$ cat config.mk
export PLATFORM = sky130hd
export DESIGN_NAME = retransmit_ring_nak_resolver
export DESIGN_NICKNAME = d
export VERILOG_FILES = /design/src/sv/rrnr_pkg.sv /design/src/sv/rrnr_ram.sv /design/src/sv/rrnr_queue.sv /design/src/sv/rrnr_front.sv /design/src/sv/rrnr_back.sv /design/src/sv/retransmit_ring_nak_resolver.sv
export SDC_FILE = /design/constraint.sdc
export NUM_CORES = 2
export LEC_CHECK = 0
export BUFFER_PORTS_ARGS = -buffer_cell sky130_fd_sc_hd__buf_2
export CORE_ASPECT_RATIO = 1.75
export CORE_MARGIN = 10
export CORE_UTILIZATION = 45
export CTS_BUF_LIST = sky130_fd_sc_hd__clkbuf_4
export DETAILED_ROUTE_END_ITERATION = 8
export HOLD_SLACK_MARGIN = 0.08
export PLACE_DENSITY_LB_ADDON = 0.25
export SYNTH_ARGS = -nofsm -noshare
export SYNTH_HDL_FRONTEND = slang
export SYNTH_SLANG_ARGS = --single-unit
$ cat constraint.sdc
create_clock -name clk_i -period 8.2 [get_ports clk_i]
set_input_delay 2.05 -clock clk_i [delete_from_list [all_inputs] [get_ports clk_i]]
set_output_delay 2.05 -clock clk_i [all_outputs]
set_load 0.005 [all_outputs]
$ cat src/sv/rrnr_pkg.sv
`timescale 1ns / 1ps

package rrnr_pkg;

  // Default sizes, handed down from the top level.
  localparam int unsigned RING_DEPTH_DEF  = 32;
  localparam int unsigned QUEUE_DEPTH_DEF = 2;

  // Command codes on cmd_i.
  localparam logic [1:0] CMD_PUSH  = 2'd0;
  localparam logic [1:0] CMD_TRIM  = 2'd1;
  localparam logic [1:0] CMD_RETRY = 2'd2;

  // Request ID words.
  localparam logic [31:0] ID_RETRY = 32'h5472_6571;
  localparam logic [31:0] ID_FAST  = 32'h5466_7374;

  // Sign bit of a 16-bit sequence distance.
  localparam logic [15:0] SEQ_SIGN = 16'h8000;

  // Result kinds.
  localparam logic KIND_NAK    = 1'b0;
  localparam logic KIND_RESEND = 1'b1;

  // Operation carried from the front end to the back end.
  typedef enum logic [1:0] {
    OP_PUSH,
    OP_TRIM,
    OP_RETRY,
    OP_FAST
  } op_e;

  // One queued command. The stamp is the expiry time for a push and the
  // current time for a trim.
  typedef struct packed {
    op_e         op;
    logic [31:0] handle;
    logic [15:0] seq;
    logic [47:0] stamp;
    logic [15:0] rs;
    logic [15:0] re;
  } cmd_entry_t;

  // One ring entry as it is kept in the ring memory.
  typedef struct packed {
    logic [31:0] handle;
    logic [15:0] seq;
    logic [47:0] expiry;
  } ring_entry_t;

  typedef enum logic [3:0] {
    ST_IDLE,
    ST_PUSH,
    ST_TRIM_RD,
    ST_TRIM_CHK,
    ST_RQ_FIRST,
    ST_RQ_NEWEST,
    ST_RQ_EVAL,
    ST_RQ_CLASS,
    ST_RESEND
  } state_e;

endpackage

$ cat src/sv/rrnr_ram.sv
`timescale 1ns / 1ps

module rrnr_ram #(
  parameter int unsigned WIDTH = 8,
  parameter int unsigned DEPTH = 32
) (
  input  logic                     clk_i,
  input  logic                     we_i,
  input  logic [$clog2(DEPTH)-1:0] waddr_i,
  input  logic [WIDTH-1:0]         wdata_i,
  input  logic [$clog2(DEPTH)-1:0] raddr_i,
  output logic [WIDTH-1:0]         rdata_o
);

  logic [WIDTH-1:0] mem_q [DEPTH];
  logic [WIDTH-1:0] rdata_q;

  always_ff @(posedge clk_i) begin
    if (we_i) begin
      mem_q[waddr_i] <= wdata_i;
    end
    rdata_q <= mem_q[raddr_i];
  end

  assign rdata_o = rdata_q;

endmodule

$ cat src/sv/rrnr_queue.sv
`timescale 1ns / 1ps

module rrnr_queue
  import rrnr_pkg::*;
#(
  parameter int unsigned DEPTH = QUEUE_DEPTH_DEF
) (
  input  logic       clk_i,
  input  logic       rst_ni,
  input  logic       push_i,
  input  cmd_entry_t entry_i,
  output logic       full_o,
  input  logic       pop_i,
  output cmd_entry_t entry_o,
  output logic       empty_o
);

  localparam int unsigned PW = $clog2(DEPTH);
  localparam int unsigned CW = $clog2(DEPTH + 1);

  cmd_entry_t        slot_q [DEPTH];
  logic [PW-1:0]     wr_ptr_q, wr_ptr_d;
  logic [PW-1:0]     rd_ptr_q, rd_ptr_d;
  logic [CW-1:0]     cnt_q, cnt_d;

  function automatic logic [PW-1:0] ptr_inc(input logic [PW-1:0] p);
    ptr_inc = (p == PW'(DEPTH - 1)) ? '0 : p + PW'(1);
  endfunction

  assign full_o  = (cnt_q == CW'(DEPTH));
  assign empty_o = (cnt_q == '0);
  assign entry_o = slot_q[rd_ptr_q];

  always_comb begin
    wr_ptr_d = push_i ? ptr_inc(wr_ptr_q) : wr_ptr_q;
    rd_ptr_d = pop_i ? ptr_inc(rd_ptr_q) : rd_ptr_q;
    cnt_d    = cnt_q;
    if (push_i && !pop_i) begin
      cnt_d = cnt_q + CW'(1);
    end else if (pop_i && !push_i) begin
      cnt_d = cnt_q - CW'(1);
    end
  end

  always_ff @(posedge clk_i or negedge rst_ni) begin
    if (!rst_ni) begin
      wr_ptr_q <= '0;
      rd_ptr_q <= '0;
      cnt_q    <= '0;
    end else begin
      wr_ptr_q <= wr_ptr_d;
      rd_ptr_q <= rd_ptr_d;
      cnt_q    <= cnt_d;
    end
  end

  always_ff @(posedge clk_i) begin
    if (push_i) begin
      slot_q[wr_ptr_q] <= entry_i;
    end
  end

endmodule

$ cat src/sv/rrnr_front.sv
`timescale 1ns / 1ps

module rrnr_front
  import rrnr_pkg::*;
(
  input  logic        start_i,
  input  logic [1:0]  cmd_i,
  input  logic [31:0] packet_handle_i,
  input  logic [15:0] packet_seq_i,
  input  logic [47:0] expire_time_i,
  input  logic [47:0] time_now_i,
  input  logic [31:0] request_id_i,
  input  logic [15:0] req_start_i,
  input  logic [15:0] req_end_i,
  input  logic        q_full_i,
  output logic        busy_o,
  output logic        q_push_o,
  output cmd_entry_t  q_entry_o
);

  logic keep;

  // Unused commands and requests with an unknown ID are dropped here,
  // so the back end only ever sees work that changes state or answers.
  always_comb begin
    keep           = 1'b0;
    q_entry_o.op     = OP_PUSH;
    q_entry_o.handle = packet_handle_i;
    q_entry_o.seq    = packet_seq_i;
    q_entry_o.stamp  = expire_time_i;
    q_entry_o.rs     = req_start_i;
    q_entry_o.re     = req_end_i;
    case (cmd_i)
      CMD_PUSH: begin
        keep = 1'b1;
      end
      CMD_TRIM: begin
        keep            = 1'b1;
        q_entry_o.op    = OP_TRIM;
        q_entry_o.stamp = time_now_i;
      end
      CMD_RETRY: begin
        if (request_id_i == ID_RETRY) begin
          keep         = 1'b1;
          q_entry_o.op = OP_RETRY;
        end else if (request_id_i == ID_FAST) begin
          keep         = 1'b1;
          q_entry_o.op = OP_FAST;
        end
      end
      default: begin
        keep = 1'b0;
      end
    endcase
  end

  assign busy_o   = q_full_i;
  assign q_push_o = start_i && !q_full_i && keep;

endmodule

$ cat src/sv/rrnr_back.sv
`timescale 1ns / 1ps

module rrnr_back
  import rrnr_pkg::*;
#(
  parameter int unsigned RING_DEPTH = RING_DEPTH_DEF
) (
  input  logic        clk_i,
  input  logic        rst_ni,
  input  logic        q_empty_i,
  input  cmd_entry_t  q_entry_i,
  output logic        q_pop_o,
  output logic        res_valid_o,
  output logic        kind_o,
  output logic [15:0] nak_start_o,
  output logic [15:0] nak_end_o,
  output logic [31:0] resend_handle_o,
  output logic        last_o
);

  localparam int unsigned PTR_W = $clog2(RING_DEPTH);
  localparam int unsigned CNT_W = $clog2(RING_DEPTH + 1);
  localparam int unsigned ENT_W = $bits(ring_entry_t);

  state_e        state_q, state_d;
  cmd_entry_t    cur_q, cur_d;
  logic [PTR_W-1:0] head_q, head_d, tail_q, tail_d;
  logic [CNT_W-1:0] count_q, count_d;
  logic [15:0]   first_q, first_d, newest_q, newest_d, st_q, st_d;
  logic [PTR_W-1:0] idx_q, idx_d, end_q, end_d;
  logic          pend_q, pend_d, pend_last_q, pend_last_d;
  logic          ovalid_q, ovalid_d, okind_q, okind_d, olast_q, olast_d;
  logic [15:0]   onak_s_q, onak_s_d, onak_e_q, onak_e_d;
  logic [31:0]   ohandle_q, ohandle_d;

  logic             ram_we;
  logic [PTR_W-1:0] ram_raddr;
  ring_entry_t      ram_wdata, ram_rd;
  logic [ENT_W-1:0] ram_rdata;

  logic [CNT_W-1:0] cnt_m1;
  logic [15:0]      cnt_m1_w;
  logic             s_in, e_in, all_miss, have;
  logic [15:0]      si, ei, si_adj, ei_adj, ei_sat;
  logic [15:0]      nak_s, nak_e;
  logic [15:0]      st_gap;

  function automatic logic [PTR_W-1:0] ptr_inc(input logic [PTR_W-1:0] p);
    ptr_inc = (p == PTR_W'(RING_DEPTH - 1)) ? '0 : p + PTR_W'(1);
  endfunction

  // Physical slot of the entry idx places after the oldest one.
  function automatic logic [PTR_W-1:0] slot(input logic [PTR_W-1:0] base,
                                            input logic [PTR_W-1:0] idx);
    logic [PTR_W:0] sum;
    sum = {1'b0, base} + {1'b0, idx};
    if (sum >= (PTR_W + 1)'(RING_DEPTH)) begin
      sum = sum - (PTR_W + 1)'(RING_DEPTH);
    end
    slot = sum[PTR_W-1:0];
  endfunction

  // Membership in an inclusive window that may wrap past zero.
  function automatic logic in_window(input logic [15:0] v, input logic [15:0] s,
                                     input logic [15:0] e);
    if (s <= e) begin
      in_window = (v >= s) && (v <= e);
    end else begin
      in_window = (v >= s) || (v <= e);
    end
  endfunction

  rrnr_ram #(
    .WIDTH(ENT_W),
    .DEPTH(RING_DEPTH)
  ) u_ring (
    .clk_i  (clk_i),
    .we_i   (ram_we),
    .waddr_i(head_q),
    .wdata_i(ram_wdata),
    .raddr_i(ram_raddr),
    .rdata_o(ram_rdata)
  );

  assign ram_rd    = ring_entry_t'(ram_rdata);
  assign ram_wdata = '{handle: cur_q.handle, seq: cur_q.seq, expiry: cur_q.stamp};

  assign cnt_m1   = count_q - CNT_W'(1);
  assign cnt_m1_w = 16'(cnt_m1);
  assign st_gap   = cur_q.rs - first_q;

  // Classification of a request from the registered window ends.
  always_comb begin
    s_in     = in_window(st_q, first_q, newest_q);
    e_in     = in_window(cur_q.re, first_q, newest_q);
    all_miss = !s_in && !e_in;
    si       = st_q - first_q;
    ei       = cur_q.re - first_q;
    si_adj   = s_in ? si : 16'd0;
    ei_adj   = (s_in && !e_in) ? cnt_m1_w : ei;
    ei_sat   = (ei_adj > cnt_m1_w) ? cnt_m1_w : ei_adj;
    have     = !all_miss && (si_adj <= ei_sat);
    if (all_miss) begin
      nak_s = cur_q.rs;
      nak_e = cur_q.re;
    end else if (!s_in) begin
      nak_s = cur_q.rs;
      nak_e = first_q - 16'd1;
    end else begin
      nak_s = newest_q + 16'd1;
      nak_e = cur_q.re;
    end
  end

  // Next state.
  always_comb begin
    state_d = state_q;
    case (state_q)
      ST_IDLE: begin
        if (!q_empty_i) begin
          case (q_entry_i.op)
            OP_PUSH:  state_d = ST_PUSH;
            OP_TRIM:  state_d = ST_TRIM_RD;
            default:  state_d = ST_RQ_FIRST;
          endcase
        end
      end
      ST_PUSH:      state_d = ST_IDLE;
      ST_TRIM_RD:   state_d = (count_q == '0) ? ST_IDLE : ST_TRIM_CHK;
      ST_TRIM_CHK:  state_d = (ram_rd.expiry < cur_q.stamp) ? ST_TRIM_RD : ST_IDLE;
      ST_RQ_FIRST:  state_d = (count_q == '0) ? ST_IDLE : ST_RQ_NEWEST;
      ST_RQ_NEWEST: state_d = ST_RQ_EVAL;
      ST_RQ_EVAL:   state_d = ST_RQ_CLASS;
      ST_RQ_CLASS:  state_d = have ? ST_RESEND : ST_IDLE;
      ST_RESEND:    state_d = (idx_q == end_q) ? ST_IDLE : ST_RESEND;
      default:      state_d = ST_IDLE;
    endcase
  end

  // Datapath and outputs.
  always_comb begin
    q_pop_o     = 1'b0;
    ram_we      = 1'b0;
    ram_raddr   = tail_q;
    cur_d       = cur_q;
    head_d      = head_q;
    tail_d      = tail_q;
    count_d     = count_q;
    first_d     = first_q;
    newest_d    = newest_q;
    st_d        = st_q;
    idx_d       = idx_q;
    end_d       = end_q;
    pend_d      = 1'b0;
    pend_last_d = 1'b0;
    ovalid_d    = 1'b0;
    okind_d     = okind_q;
    onak_s_d    = onak_s_q;
    onak_e_d    = onak_e_q;
    ohandle_d   = ohandle_q;
    olast_d     = olast_q;

    // A resend read issued last cycle lands in the output register now.
    if (pend_q) begin
      ovalid_d  = 1'b1;
      okind_d   = KIND_RESEND;
      onak_s_d  = 16'd0;
      onak_e_d  = 16'd0;
      ohandle_d = ram_rd.handle;
      olast_d   = pend_last_q;
    end

    case (state_q)
      ST_IDLE: begin
        if (!q_empty_i) begin
          q_pop_o = 1'b1;
          cur_d   = q_entry_i;
        end
      end
      ST_PUSH: begin
        ram_we = 1'b1;
        head_d = ptr_inc(head_q);
        if (count_q == CNT_W'(RING_DEPTH)) begin
          tail_d = ptr_inc(tail_q);
        end else begin
          count_d = count_q + CNT_W'(1);
        end
      end
      ST_TRIM_RD: begin
        ram_raddr = tail_q;
      end
      ST_TRIM_CHK: begin
        if (ram_rd.expiry < cur_q.stamp) begin
          tail_d  = ptr_inc(tail_q);
          count_d = count_q - CNT_W'(1);
        end
      end
      ST_RQ_FIRST: begin
        ram_raddr = tail_q;
        if (count_q == '0) begin
          ovalid_d  = 1'b1;
          okind_d   = KIND_NAK;
          onak_s_d  = cur_q.rs;
          onak_e_d  = cur_q.re;
          ohandle_d = 32'd0;
          olast_d   = 1'b1;
        end
      end
      ST_RQ_NEWEST: begin
        ram_raddr = slot(tail_q, cnt_m1[PTR_W-1:0]);
        first_d   = ram_rd.seq;
      end
      ST_RQ_EVAL: begin
        newest_d = ram_rd.seq;
        if (cur_q.op == OP_FAST && (st_gap & SEQ_SIGN) == 16'd0) begin
          st_d = first_q;
        end else begin
          st_d = cur_q.rs;
        end
      end
      ST_RQ_CLASS: begin
        idx_d = si_adj[PTR_W-1:0];
        end_d = ei_sat[PTR_W-1:0];
        if (!(s_in && e_in)) begin
          ovalid_d  = 1'b1;
          okind_d   = KIND_NAK;
          onak_s_d  = nak_s;
          onak_e_d  = nak_e;
          ohandle_d = 32'd0;
          olast_d   = !have;
        end
      end
      ST_RESEND: begin
        ram_raddr   = slot(tail_q, idx_q);
        pend_d      = 1'b1;
        pend_last_d = (idx_q == end_q);
        idx_d       = idx_q + PTR_W'(1);
      end
      default: begin
        q_pop_o = 1'b0;
      end
    endcase
  end

  always_ff @(posedge clk_i or negedge rst_ni) begin
    if (!rst_ni) begin
      state_q  <= ST_IDLE;
      head_q   <= '0;
      tail_q   <= '0;
      count_q  <= '0;
      pend_q   <= 1'b0;
      ovalid_q <= 1'b0;
    end else begin
      state_q  <= state_d;
      head_q   <= head_d;
      tail_q   <= tail_d;
      count_q  <= count_d;
      pend_q   <= pend_d;
      ovalid_q <= ovalid_d;
    end
  end

  always_ff @(posedge clk_i) begin
    cur_q       <= cur_d;
    first_q     <= first_d;
    newest_q    <= newest_d;
    st_q        <= st_d;
    idx_q       <= idx_d;
    end_q       <= end_d;
    pend_last_q <= pend_last_d;
    okind_q     <= okind_d;
    onak_s_q    <= onak_s_d;
    onak_e_q    <= onak_e_d;
    ohandle_q   <= ohandle_d;
    olast_q     <= olast_d;
  end

  assign res_valid_o     = ovalid_q;
  assign kind_o          = okind_q;
  assign nak_start_o     = onak_s_q;
  assign nak_end_o       = onak_e_q;
  assign resend_handle_o = ohandle_q;
  assign last_o          = olast_q;

endmodule

$ cat src/sv/retransmit_ring_nak_resolver.sv
`timescale 1ns / 1ps
// A retry gives its NAK result, if any, ahead of its resend results, which stream one per cycle
// from the ring memory port.
// Reset is asynchronous, active low, and empties ring and queue; the receiver cannot stall.

// The block keeps one endpoint's retransmit ring. A front end takes each command
// transfer, drops unused commands and requests with an unknown ID, and places the
// rest into a short command queue. busy is high only while that queue is full,
// so commands can be handed over while the back end is still working.
//
// The back end pops one command at a time and runs it against the ring, which is
// held in a single-port-read RAM with registered read data. A push writes the head
// slot, overwriting the oldest entry when the ring is full. A trim reads the oldest
// expiry, compares it with the current time and drops the entry, repeating until an
// entry has not yet expired or the ring is empty. A retry reads the oldest and the
// newest sequence numbers, works out the NAK subrange for the part of the request
// that is not held, and then streams the stored handles one per cycle.
// The ring memory is never cleared: only entries inside the fill count are read.
module retransmit_ring_nak_resolver
  import rrnr_pkg::*;
#(
  parameter int unsigned RING_DEPTH  = RING_DEPTH_DEF,
  parameter int unsigned QUEUE_DEPTH = QUEUE_DEPTH_DEF
) (
  input  logic        clk_i,
  input  logic        rst_ni,
  input  logic        start,
  output logic        busy,
  input  logic [1:0]  cmd_i,
  input  logic [31:0] packet_handle_i,
  input  logic [15:0] packet_seq_i,
  input  logic [47:0] expire_time_i,
  input  logic [47:0] time_now_i,
  input  logic [31:0] request_id_i,
  input  logic [15:0] req_start_i,
  input  logic [15:0] req_end_i,
  output logic        res_valid_o,
  output logic        kind_o,
  output logic [15:0] nak_start_o,
  output logic [15:0] nak_end_o,
  output logic [31:0] resend_handle_o,
  output logic        last_o
);

  logic       q_push, q_full, q_pop, q_empty;
  cmd_entry_t q_in, q_out;

  // Front end: command decode and request ID filtering.
  rrnr_front u_front (
    .start_i        (start),
    .cmd_i          (cmd_i),
    .packet_handle_i(packet_handle_i),
    .packet_seq_i   (packet_seq_i),
    .expire_time_i  (expire_time_i),
    .time_now_i     (time_now_i),
    .request_id_i   (request_id_i),
    .req_start_i    (req_start_i),
    .req_end_i      (req_end_i),
    .q_full_i       (q_full),
    .busy_o         (busy),
    .q_push_o       (q_push),
    .q_entry_o      (q_in)
  );

  // Command queue between the two halves.
  rrnr_queue #(
    .DEPTH(QUEUE_DEPTH)
  ) u_queue (
    .clk_i  (clk_i),
    .rst_ni (rst_ni),
    .push_i (q_push),
    .entry_i(q_in),
    .full_o (q_full),
    .pop_i  (q_pop),
    .entry_o(q_out),
    .empty_o(q_empty)
  );

  // Back end: ring state, the ring memory and the result sequencer.
  rrnr_back #(
    .RING_DEPTH(RING_DEPTH)
  ) u_back (
    .clk_i          (clk_i),
    .rst_ni         (rst_ni),
    .q_empty_i      (q_empty),
    .q_entry_i      (q_out),
    .q_pop_o        (q_pop),
    .res_valid_o    (res_valid_o),
    .kind_o         (kind_o),
    .nak_start_o    (nak_start_o),
    .nak_end_o      (nak_end_o),
    .resend_handle_o(resend_handle_o),
    .last_o         (last_o)
  );

endmodule
; Word level (Yosys, flattened, before mapping)
; Memories as Yosys holds them, arrays and structs flattened. A register that Yosys moved wholly into a read port is not among the register bits.
; Cells that the tools add are included.
[word_totals]
regBits = 281
ram_bits = 3332
input_bits = 213
out_inout_bits = 68
wordCells = 186
mem_count = 2
[mem_list]
columns = memory, depth, width, read_ports, rd_ports_with_merged_regs, wr, line
row1 = u_back.u_ring.mem_q, 32, 96, 1, 1, 1, rrnr_ram.sv:15  ; logic [WIDTH-1:0] mem_q [DEPTH];
row2 = u_queue.slot_q, 2, 130, 1, 0, 1, rrnr_queue.sv:21  ; cmd_entry_t slot_q [DEPTH];
[classes]
addsub = 18
n_lt_le_gt_ge = 10
eq_ne = 23
muxes = 73
bitwise_logic = 1
n_reduce_logical = 33
[op_table]
columns = op, n
row1 = $mux W16, 14
row2 = $mux W32, 3
row3 = $eq A32 B31 Y1 const B, 2
row4 = $le A16 B16 Y1, 4
row5 = $pmux W16 S2, 2
row6 = $pmux W32 S2, 1
row7 = $lt A48 B48 Y1, 1
row8 = $mux W48, 1
row9 = $sub A16 B16 Y16, 3
row10 = $ge A16 B16 Y1, 2
row11 = $pmux W4 S8, 1
row12 = $mux W5, 6
row13 = $pmux W5 S2, 3
row14 = $mux W1, 23
row15 = $add A16 B1 Y16 const B, 1
row16 = $eq A4 B3 Y1 const B, 4
row17 = $gt A16 B6 Y1, 1
row18 = $logic_not A16 Y1, 1
row19 = $sub A16 B1 Y16 const B, 1
row20 = $add A5 B1 Y5 const B, 3
row21 = $add A5 B5 Y6, 2
row22 = $ge A6 B6 Y1 const B, 2
row23 = $mux W2, 6
row24 = $mux W4, 3
row25 = 33 further kinds, 68

; Logic depth before layout (Yosys ltp)
[logic_depth]
ltp_word = 13
ltp_mapped = 34

; Modules after synthesis
; A second synthesis with hierarchy kept.
[unflattened]
cells_unflattened = 7659
area_unflattened_um2 = 145743.5
[by_module_without_submodules]
columns = mod, instances, cells_per_inst, area_per_inst_um2, seq_area_each_um2
row1 = rrnr_ram, 1, 5603, 118539.9, 94170.3
row2 = rrnr_back, 1, 1474, 15857.7, 7537.2
row3 = rrnr_queue, 1, 421, 9943.3, 7907.6
row4 = rrnr_front, 1, 161, 1402.6, 0.0

; Least setup slack after synthesis
; OpenSTA, ideal clock, no wires.
[synth_timing]
path_type = input port to flip-flop
from = in cmd_i[0]
to = mem u_queue.slot_q[0][0] in the netlist's numbering (enable)
setup_time_ps = 621
t_arrival_ps = 8514
slack_ps = -936
path_stages = 9
cell_sequence = inv_1 > ha_1 > nand2_1 > nor4_1 > and4b_1 > nand4_1 > a21oi_1 > o311ai_0 > nor2_1
[synth_via]
elab_chain_cells = 6
[synth_rtl]
columns = element, line
row1 = from (decl), retransmit_ring_nak_resolver.sv:29  ; input logic [1:0] cmd_i,
row2 = $eq A2 B1 Y1 / $logic_not A2 Y1 (equally long branches), rrnr_front.sv:33  ; case (cmd_i)
row3 = $reduce_or A2 Y1 (no line), n/a
row4 = $pmux W1 S2 (*), rrnr_front.sv:33
row5 = $logic_and A1 B1 Y1 (*), rrnr_front.sv:58  ; assign q_push_o = start_i && !q_full_i && keep;
row6 = $mux W1 (*), rrnr_queue.sv:58  ; if (push_i) begin
row7 = $mux W1 (implied by the code) (*), rrnr_queue.sv:59  ; slot_q[wr_ptr_q] <= entry_i;
row8 = to (decl), rrnr_queue.sv:21
; Every way passes the cells marked *; elsewhere a longest branch is shown, timed or not.

; Final worst setup path
[layout_timing]
from = reg u_back.first_q[6]
to = reg u_back.olast_q, in the netlist u_back.last_o
[layout_via]
elab_chain_cells = 13
[layout_rtl]
columns = element, line
row1 = from (decl), rrnr_back.sv:29  ; logic [15:0] first_q, first_d, newest_q, newest_d, st_q, st_d;
row2 = from (signal assigned), rrnr_back.sv:265  ; first_q <= first_d;
row3 = $ge A16 B16 Y1, "rrnr_back.sv:67, rrnr_back.sv:69"
row4 = $logic_or A1 B1 Y1 / $logic_and A1 B1 Y1 (equally long branches), "rrnr_back.sv:69, rrnr_back.sv:67"
row5 = $mux W1, rrnr_back.sv:66  ; if (s <= e) begin
row6 = $logic_not A1 Y1, "rrnr_back.sv:96, rrnr_back.sv:100"
row7 = $logic_and A1 B1 Y1, rrnr_back.sv:100  ; ei_adj = (s_in && !e_in) ? cnt_m1_w : ei;
row8 = $mux W16, rrnr_back.sv:100
row9 = $gt A16 B6 Y1, rrnr_back.sv:101  ; ei_sat = (ei_adj > cnt_m1_w) ? cnt_m1_w : ei_adj;
row10 = $mux W16, rrnr_back.sv:101
row11 = $le A16 B16 Y1, rrnr_back.sv:102  ; have = !all_miss && (si_adj <= ei_sat);
row12 = $logic_and A1 B1 Y1, rrnr_back.sv:102
row13 = $logic_not A1 Y1, rrnr_back.sv:230  ; olast_d = !have;
row14 = $mux W1 (*), rrnr_back.sv:224  ; if (!(s_in && e_in)) begin
row15 = $pmux W1 S2 (*), rrnr_back.sv:173  ; case (state_q)
row16 = net u_back.olast_d, rrnr_back.sv:32  ; logic ovalid_q, ovalid_d, okind_q, okind_d, olast_q, olast_d;
row17 = to (signal assigned), rrnr_back.sv:275  ; olast_q <= olast_d;
row18 = to (decl), rrnr_back.sv:32
; The timed path passes the listed nets; every way through them passes the cells marked *.
; A chain may end at the register's enable or synchronous reset.

==> report_table.html <==
<table>
<tr><th>Metric</th><th>Value</th></tr>
<tr><th colspan="2">Final layout</th></tr>
<tr><td>Synthesis-to-finish area growth</td><td>12.5%</td></tr>
<tr><td>Post-layout instance area</td><td>around 0.16 mm^2</td></tr>
<tr><td>Top library cells by usage in the layout, fill and taps aside</td><td>3520 x edfxtp_1, 1260 x clkbuf_4, 941 x nand2_1</td></tr>
<tr><td>Final core occ</td><td>50.8%</td></tr>
<tr><td>Fraction of layout instances using a drive strength above 1</td><td>between 30% and 40%</td></tr>
<tr><td>Post-layout instance count excluding filler cells</td><td>13632</td></tr>
<tr><td>Number of fillers in the final layout</td><td>26565</td></tr>
<tr><td>Sequential cell area</td><td>0.110 mm^2</td></tr>
<tr><td>Area used by multi-input combinational logic</td><td>around 0.034 mm^2</td></tr>
<tr><td>Number of nets in the layout</td><td>9045</td></tr>
<tr><td>Most common cell after layout, fill and taps aside</td><td>edfxtp_1</td></tr>
<tr><th colspan="2">CTS</th></tr>
<tr><td>Number of buffers on the longest clock path</td><td>4</td></tr>
<tr><td>Clock Pin Slew Worst Setup and Hold Paths</td><td>0.09 ns</td></tr>
<tr><td>Max H-tree Level</td><td>6</td></tr>
<tr><td>Post CTS Setup Buffer Count</td><td>0</td></tr>
<tr><td>Clock network latency to the later pin of the worst-skew pair</td><td>roughly 1.6 ns</td></tr>
<tr><td>Number of resized instances in the post-cts repair step</td><td>0</td></tr>
<tr><td>Hold bufs inserted after CTS</td><td>0</td></tr>
<tr><td>CTS Root Cell</td><td>clkbuf_4</td></tr>
<tr><td>TritonCTS clock tree</td><td>done</td></tr>
<tr><td>Clock sink count</td><td>3709</td></tr>
<tr><td>Clock buffer count from CTS</td><td>~820</td></tr>
<tr><th colspan="2">Critical path</th></tr>
<tr><td>Cell family contributing the most delay on the critical path</td><td>compound AO/OA/AOI/OAI gates</td></tr>
<tr><td>Count of buffer and inverter cells on the critical path</td><td>3</td></tr>
<tr><td>Worst Setup End Kind</td><td>register</td></tr>
<tr><td>Worst-case reg-to-reg path depth</td><td>31</td></tr>
<tr><td>Crit-path max FO</td><td>8</td></tr>
<tr><td>Number of gates on the worst path with buffers counted</td><td>31</td></tr>
<tr><td>Cell type of the slowest stage on the worst timing path</td><td>edfxtp_1</td></tr>
<tr><td>Crit path arrival time</td><td>8.59 ns</td></tr>
<tr><td>Critical Path Source Type</td><td>register</td></tr>
<tr><td>Endpoint required time on the critical path</td><td>9.58 ns</td></tr>
<tr><td>Critical path class</td><td>register to register</td></tr>
<tr><td>Most used cell along the critical path</td><td>o21ai_0</td></tr>
<tr><td>Max stage delay on crit path</td><td>0.55 ns</td></tr>
<tr><th colspan="2">Route</th></tr>
<tr><td>Antenna viol nets, final</td><td>0</td></tr>
<tr><td>DR vias</td><td>around 80000</td></tr>
<tr><td>Count of unresolved DRC violations after routing</td><td>0</td></tr>
<tr><td>Drt pass-1 iters</td><td>8</td></tr>
<tr><td>Drt initial violations</td><td>7924</td></tr>
<tr><td>Number of vias per cell after detailed routing</td><td>5.76</td></tr>
<tr><td>Detailed-route wire length per cell</td><td>29.6 um</td></tr>
<tr><td>Routed WL</td><td>approximately 400000 um</td></tr>
<tr><th colspan="2">GRT</th></tr>
<tr><td>GR Overflow Total</td><td>0</td></tr>
<tr><td>Largest net degree at the start of global routing</td><td>128</td></tr>
<tr><td>Wire length of the first global-routing pass</td><td>579000 um</td></tr>
<tr><td>GRT Util Overall</td><td>22.8%</td></tr>
<tr><td>Via count of the first global-routing pass</td><td>83013</td></tr>
<tr><td>Antenna violations before repair</td><td>23</td></tr>
<tr><th colspan="2">Synthesis</th></tr>
<tr><td>Portion of the post-synthesis area used by sequential elements</td><td>roughly 75%</td></tr>
<tr><td>Count of unique library cells instantiated by Yosys</td><td>83</td></tr>
<tr><td>Adder and majority gate portion of the synthesized area</td><td>1.64%</td></tr>
<tr><td>Avg Cell Area, Syn</td><td>18.8 um^2</td></tr>
<tr><td>FFs w/ async S/R, synth</td><td>0.701%</td></tr>
<tr><td>Most used DFF post-synth</td><td>edfxtp_1</td></tr>
<tr><td>Combinational family with the most area after synthesis</td><td>multiplexers</td></tr>
<tr><td>Netlist area before placement</td><td>0.146 mm^2</td></tr>
<tr><td>Mux share of post-synthesis cell area</td><td>13.7%</td></tr>
<tr><td>Number of synthesis warnings</td><td>0</td></tr>
<tr><td>Simple logic cell fraction of the synthesized area</td><td>roughly 5.4%</td></tr>
<tr><td>Synthesized-area fraction occupied by xor and xnor cells</td><td>0.409%</td></tr>
<tr><td>Number of flops mapped to enable cells by yosys</td><td>3520</td></tr>
<tr><td>Compound-gate portion of the synthesized area</td><td>2.05%</td></tr>
<tr><td>Post-synthesis cell count</td><td>7737</td></tr>
<tr><td>Post-synthesis register bit count</td><td>3709</td></tr>
<tr><th colspan="2">STA</th></tr>
<tr><td>Final-layout setup total negative slack</td><td>0 ns</td></tr>
<tr><td>Actual slew at the worst max-slew pin</td><td>1.36 ns</td></tr>
<tr><td>Setup repair after global routing missed its margin</td><td>no</td></tr>
<tr><td>Peak clock frequency supported by timing</td><td>139 MHz</td></tr>
<tr><td>Final worst path period need</td><td>roughly 7 ns</td></tr>
<tr><td>Count of pins over their slew limit</td><td>0</td></tr>
<tr><td>Final hold slack</td><td>around 0.43 ns</td></tr>
<tr><td>Remaining max-slew budget at the tightest pin</td><td>8.96%</td></tr>
<tr><td>Final setup vio count</td><td>0</td></tr>
<tr><td>Worst clock skew</td><td>between 0.2 and 0.25 ns</td></tr>
<tr><td>Total count of hold-check failures in the final report</td><td>0</td></tr>
<tr><td>Final period utilization</td><td>roughly 90%</td></tr>
<tr><td>Final worst setup slack</td><td>around 1 ns</td></tr>
<tr><th colspan="2">Floorplan</th></tr>
<tr><td>Num rows</td><td>approximately 280</td></tr>
<tr><td>Initial Utilization</td><td>45.1%</td></tr>
<tr><td>Chip Height</td><td>772 um</td></tr>
<tr><td>Number of placed I/O pins</td><td>~280</td></tr>
<tr><td>Die W</td><td>450 um</td></tr>
<tr><td>Area of the die</td><td>0.348 mm^2</td></tr>
<tr><td>Std-Cell Core Area</td><td>~0.32 mm^2</td></tr>
<tr><th colspan="2">Worst hold path</th></tr>
<tr><td>Type of the most critical hold path</td><td>register to register</td></tr>
<tr><td>WHS Path Cells</td><td>0</td></tr>
<tr><th colspan="2">Status</th></tr>
<tr><td>Result of the run</td><td>completed</td></tr>
<tr><th colspan="2">Place</th></tr>
<tr><td>Standard cell area after detailed placement</td><td>~0.15 mm^2</td></tr>
<tr><td>Hpwl dp</td><td>around 210000 um</td></tr>
<tr><td>Worst slack at placement</td><td>0.921 ns</td></tr>
<tr><td>Routability congestion estimate from global placement</td><td>0.844</td></tr>
<tr><td>Cell count after placement</td><td>~12000</td></tr>
<tr><td>Buffers added on ports</td><td>280</td></tr>
<tr><th colspan="2">Power</th></tr>
<tr><td>Leakage power total</td><td>55.0 nW</td></tr>
<tr><td>Total power</td><td>60.7 mW</td></tr>
<tr><td>Maximum VDD drop</td><td>0.000444 V</td></tr>
<tr><td>Power per standard cell area</td><td>about 370 mW/mm^2</td></tr>
<tr><th colspan="2">Flow run</th></tr>
<tr><td>Number of max-capacitance violations reported</td><td>0</td></tr>
</table>
registers in the layout, indices dropped and copies added (netlist names), 6 cells and up:
| name | flops |
|---|---|
| u_back.u_ring.mem_q | 3072 |
| u_queue.slot_q | 260 |
| u_back.cur_q | 130 |
| u_back.u_ring.rdata_o | 96 |
| u_back.resend_handle_o | 32 |
| u_back.first_q | 16 |
| u_back.nak_end_o | 16 |
| u_back.nak_start_o | 16 |
| u_back.newest_q | 16 |
| u_back.st_q | 16 |
| u_back.count_q | 6 |
final cells by class:
cell class	instances	area share (%)
Antenna cell	7	0.0107
Multi-Input combinational cell	3534	20.9
Timing Repair Buffer	458	1.98
Sequential cell	3709	66.9
Clock inverter	235	0.834
Tap cell	4309	3.29
Clock buffer	1260	5.77
Inverter	120	0.280
where the power goes:
part | total (mW) | internal [mW] | switching (mW) | leakage, nW
Sequential | 26.8 | 24.5 | 2.30 | 33.4
Combinational | 19.3 | 8.00 | 11.3 | 15.1
Clock | 14.6 | 7.42 | 7.15 | 6.45
Total | 60.7 | 40.0 | 20.8 | 55.0
per-layer routing:
metal	GRT usage [%]	vias up	wire, um
met3	3.57	762	25700
met5	0	-	68
li1	-	33295	-
met2	41.2	3220	214000
met4	8.48	10	14100
met1	27.6	41232	150000
logic make-up (layout without fill, tap and decap cells):
| family | Yosys count | in the layout |
|---|---|---|
| DFF | 3709 | 3709 |
| and+or+nand+nor | 1787 | 1787 |
| muxes | 1014 | 1014 |
| buffers and inverters | 503 | 2073 |
| AOI/OAI and AO/OA | 466 | 466 |
| adders and majority gates | 189 | 189 |
| xor gates and xnor gates | 68 | 68 |
| other | 1 | 17 |
worst reg2reg max path: cells and delay by family (launching register included):
family	cells	cell delay, ns
adder cells (fa/ha/maj)	4	1.12
AO/OA/AOI/OAI	18	3.71
flip-flops	1	0.55
AND/OR/NAND/NOR	5	0.81
buffers and inverters	3	0.47
multiplexers	1	0.35
synth_stat cells (all sizes together) (7+ instances only):
cell / count / share of area [%]
edfxtp: 3520 / 73
nand2: 941 / 2.4
mux4: 768 / 12
nand3: 528 / 1.8
mux2: 202 / 1.6
buf: 200 / 0.66
ha: 184 / 1.6
clkbuf: 183 / 0.47
o21ai: 167 / 0.58
dfxtp: 163 / 2.2
nor2: 133 / 0.34
inv: 119 / 0.31
a21oi: 81 / 0.29
xnor2: 48 / 0.29
mux2i: 44 / 0.30
a21o: 42 / 0.22
nor3: 39 / 0.14
nand4: 30 / 0.13
dfrtp: 26 / 0.45
nor2b: 22 / 0.095
o21a: 22 / 0.11
xor2: 20 / 0.12
o31ai: 18 / 0.093
nand2b: 16 / 0.069
o211ai: 15 / 0.077
a211oi: 14 / 0.072
a31oi: 13 / 0.060
and3: 13 / 0.056
nor4: 12 / 0.052
o22ai: 11 / 0.047
a211o: 10 / 0.060
or3: 10 / 0.043
nand3b: 9 / 0.046
a22o: 7 / 0.042
and2: 7 / 0.030
worst paths after layout:
kind / start / endpoint / slack (ns)
worst max-delay path: u_back.first_q[6]$_DFFE_PP_ / u_back.last_o$_DFF_P_ / 0.99
worst min-delay path: u_back.u_ring.rdata_o[49]$_DFF_P_ / u_back.newest_q[1]$_DFFE_PN_ / 0.43
worst max register to register: u_back.first_q[6]$_DFFE_PP_ / u_back.last_o$_DFF_P_ / 0.99
worst min register to register: u_back.u_ring.rdata_o[49]$_DFF_P_ / u_back.newest_q[1]$_DFFE_PN_ / 0.43
max in group asynchronous: rst_ni / u_back.state_q[0]$_DFFE_PN0P_ / 7.05
min in group asynchronous: rst_ni / u_queue.wr_ptr_q$_DFFE_PN0P_ / 0.55
No activity file was read; power rests on OpenSTA's default activity.
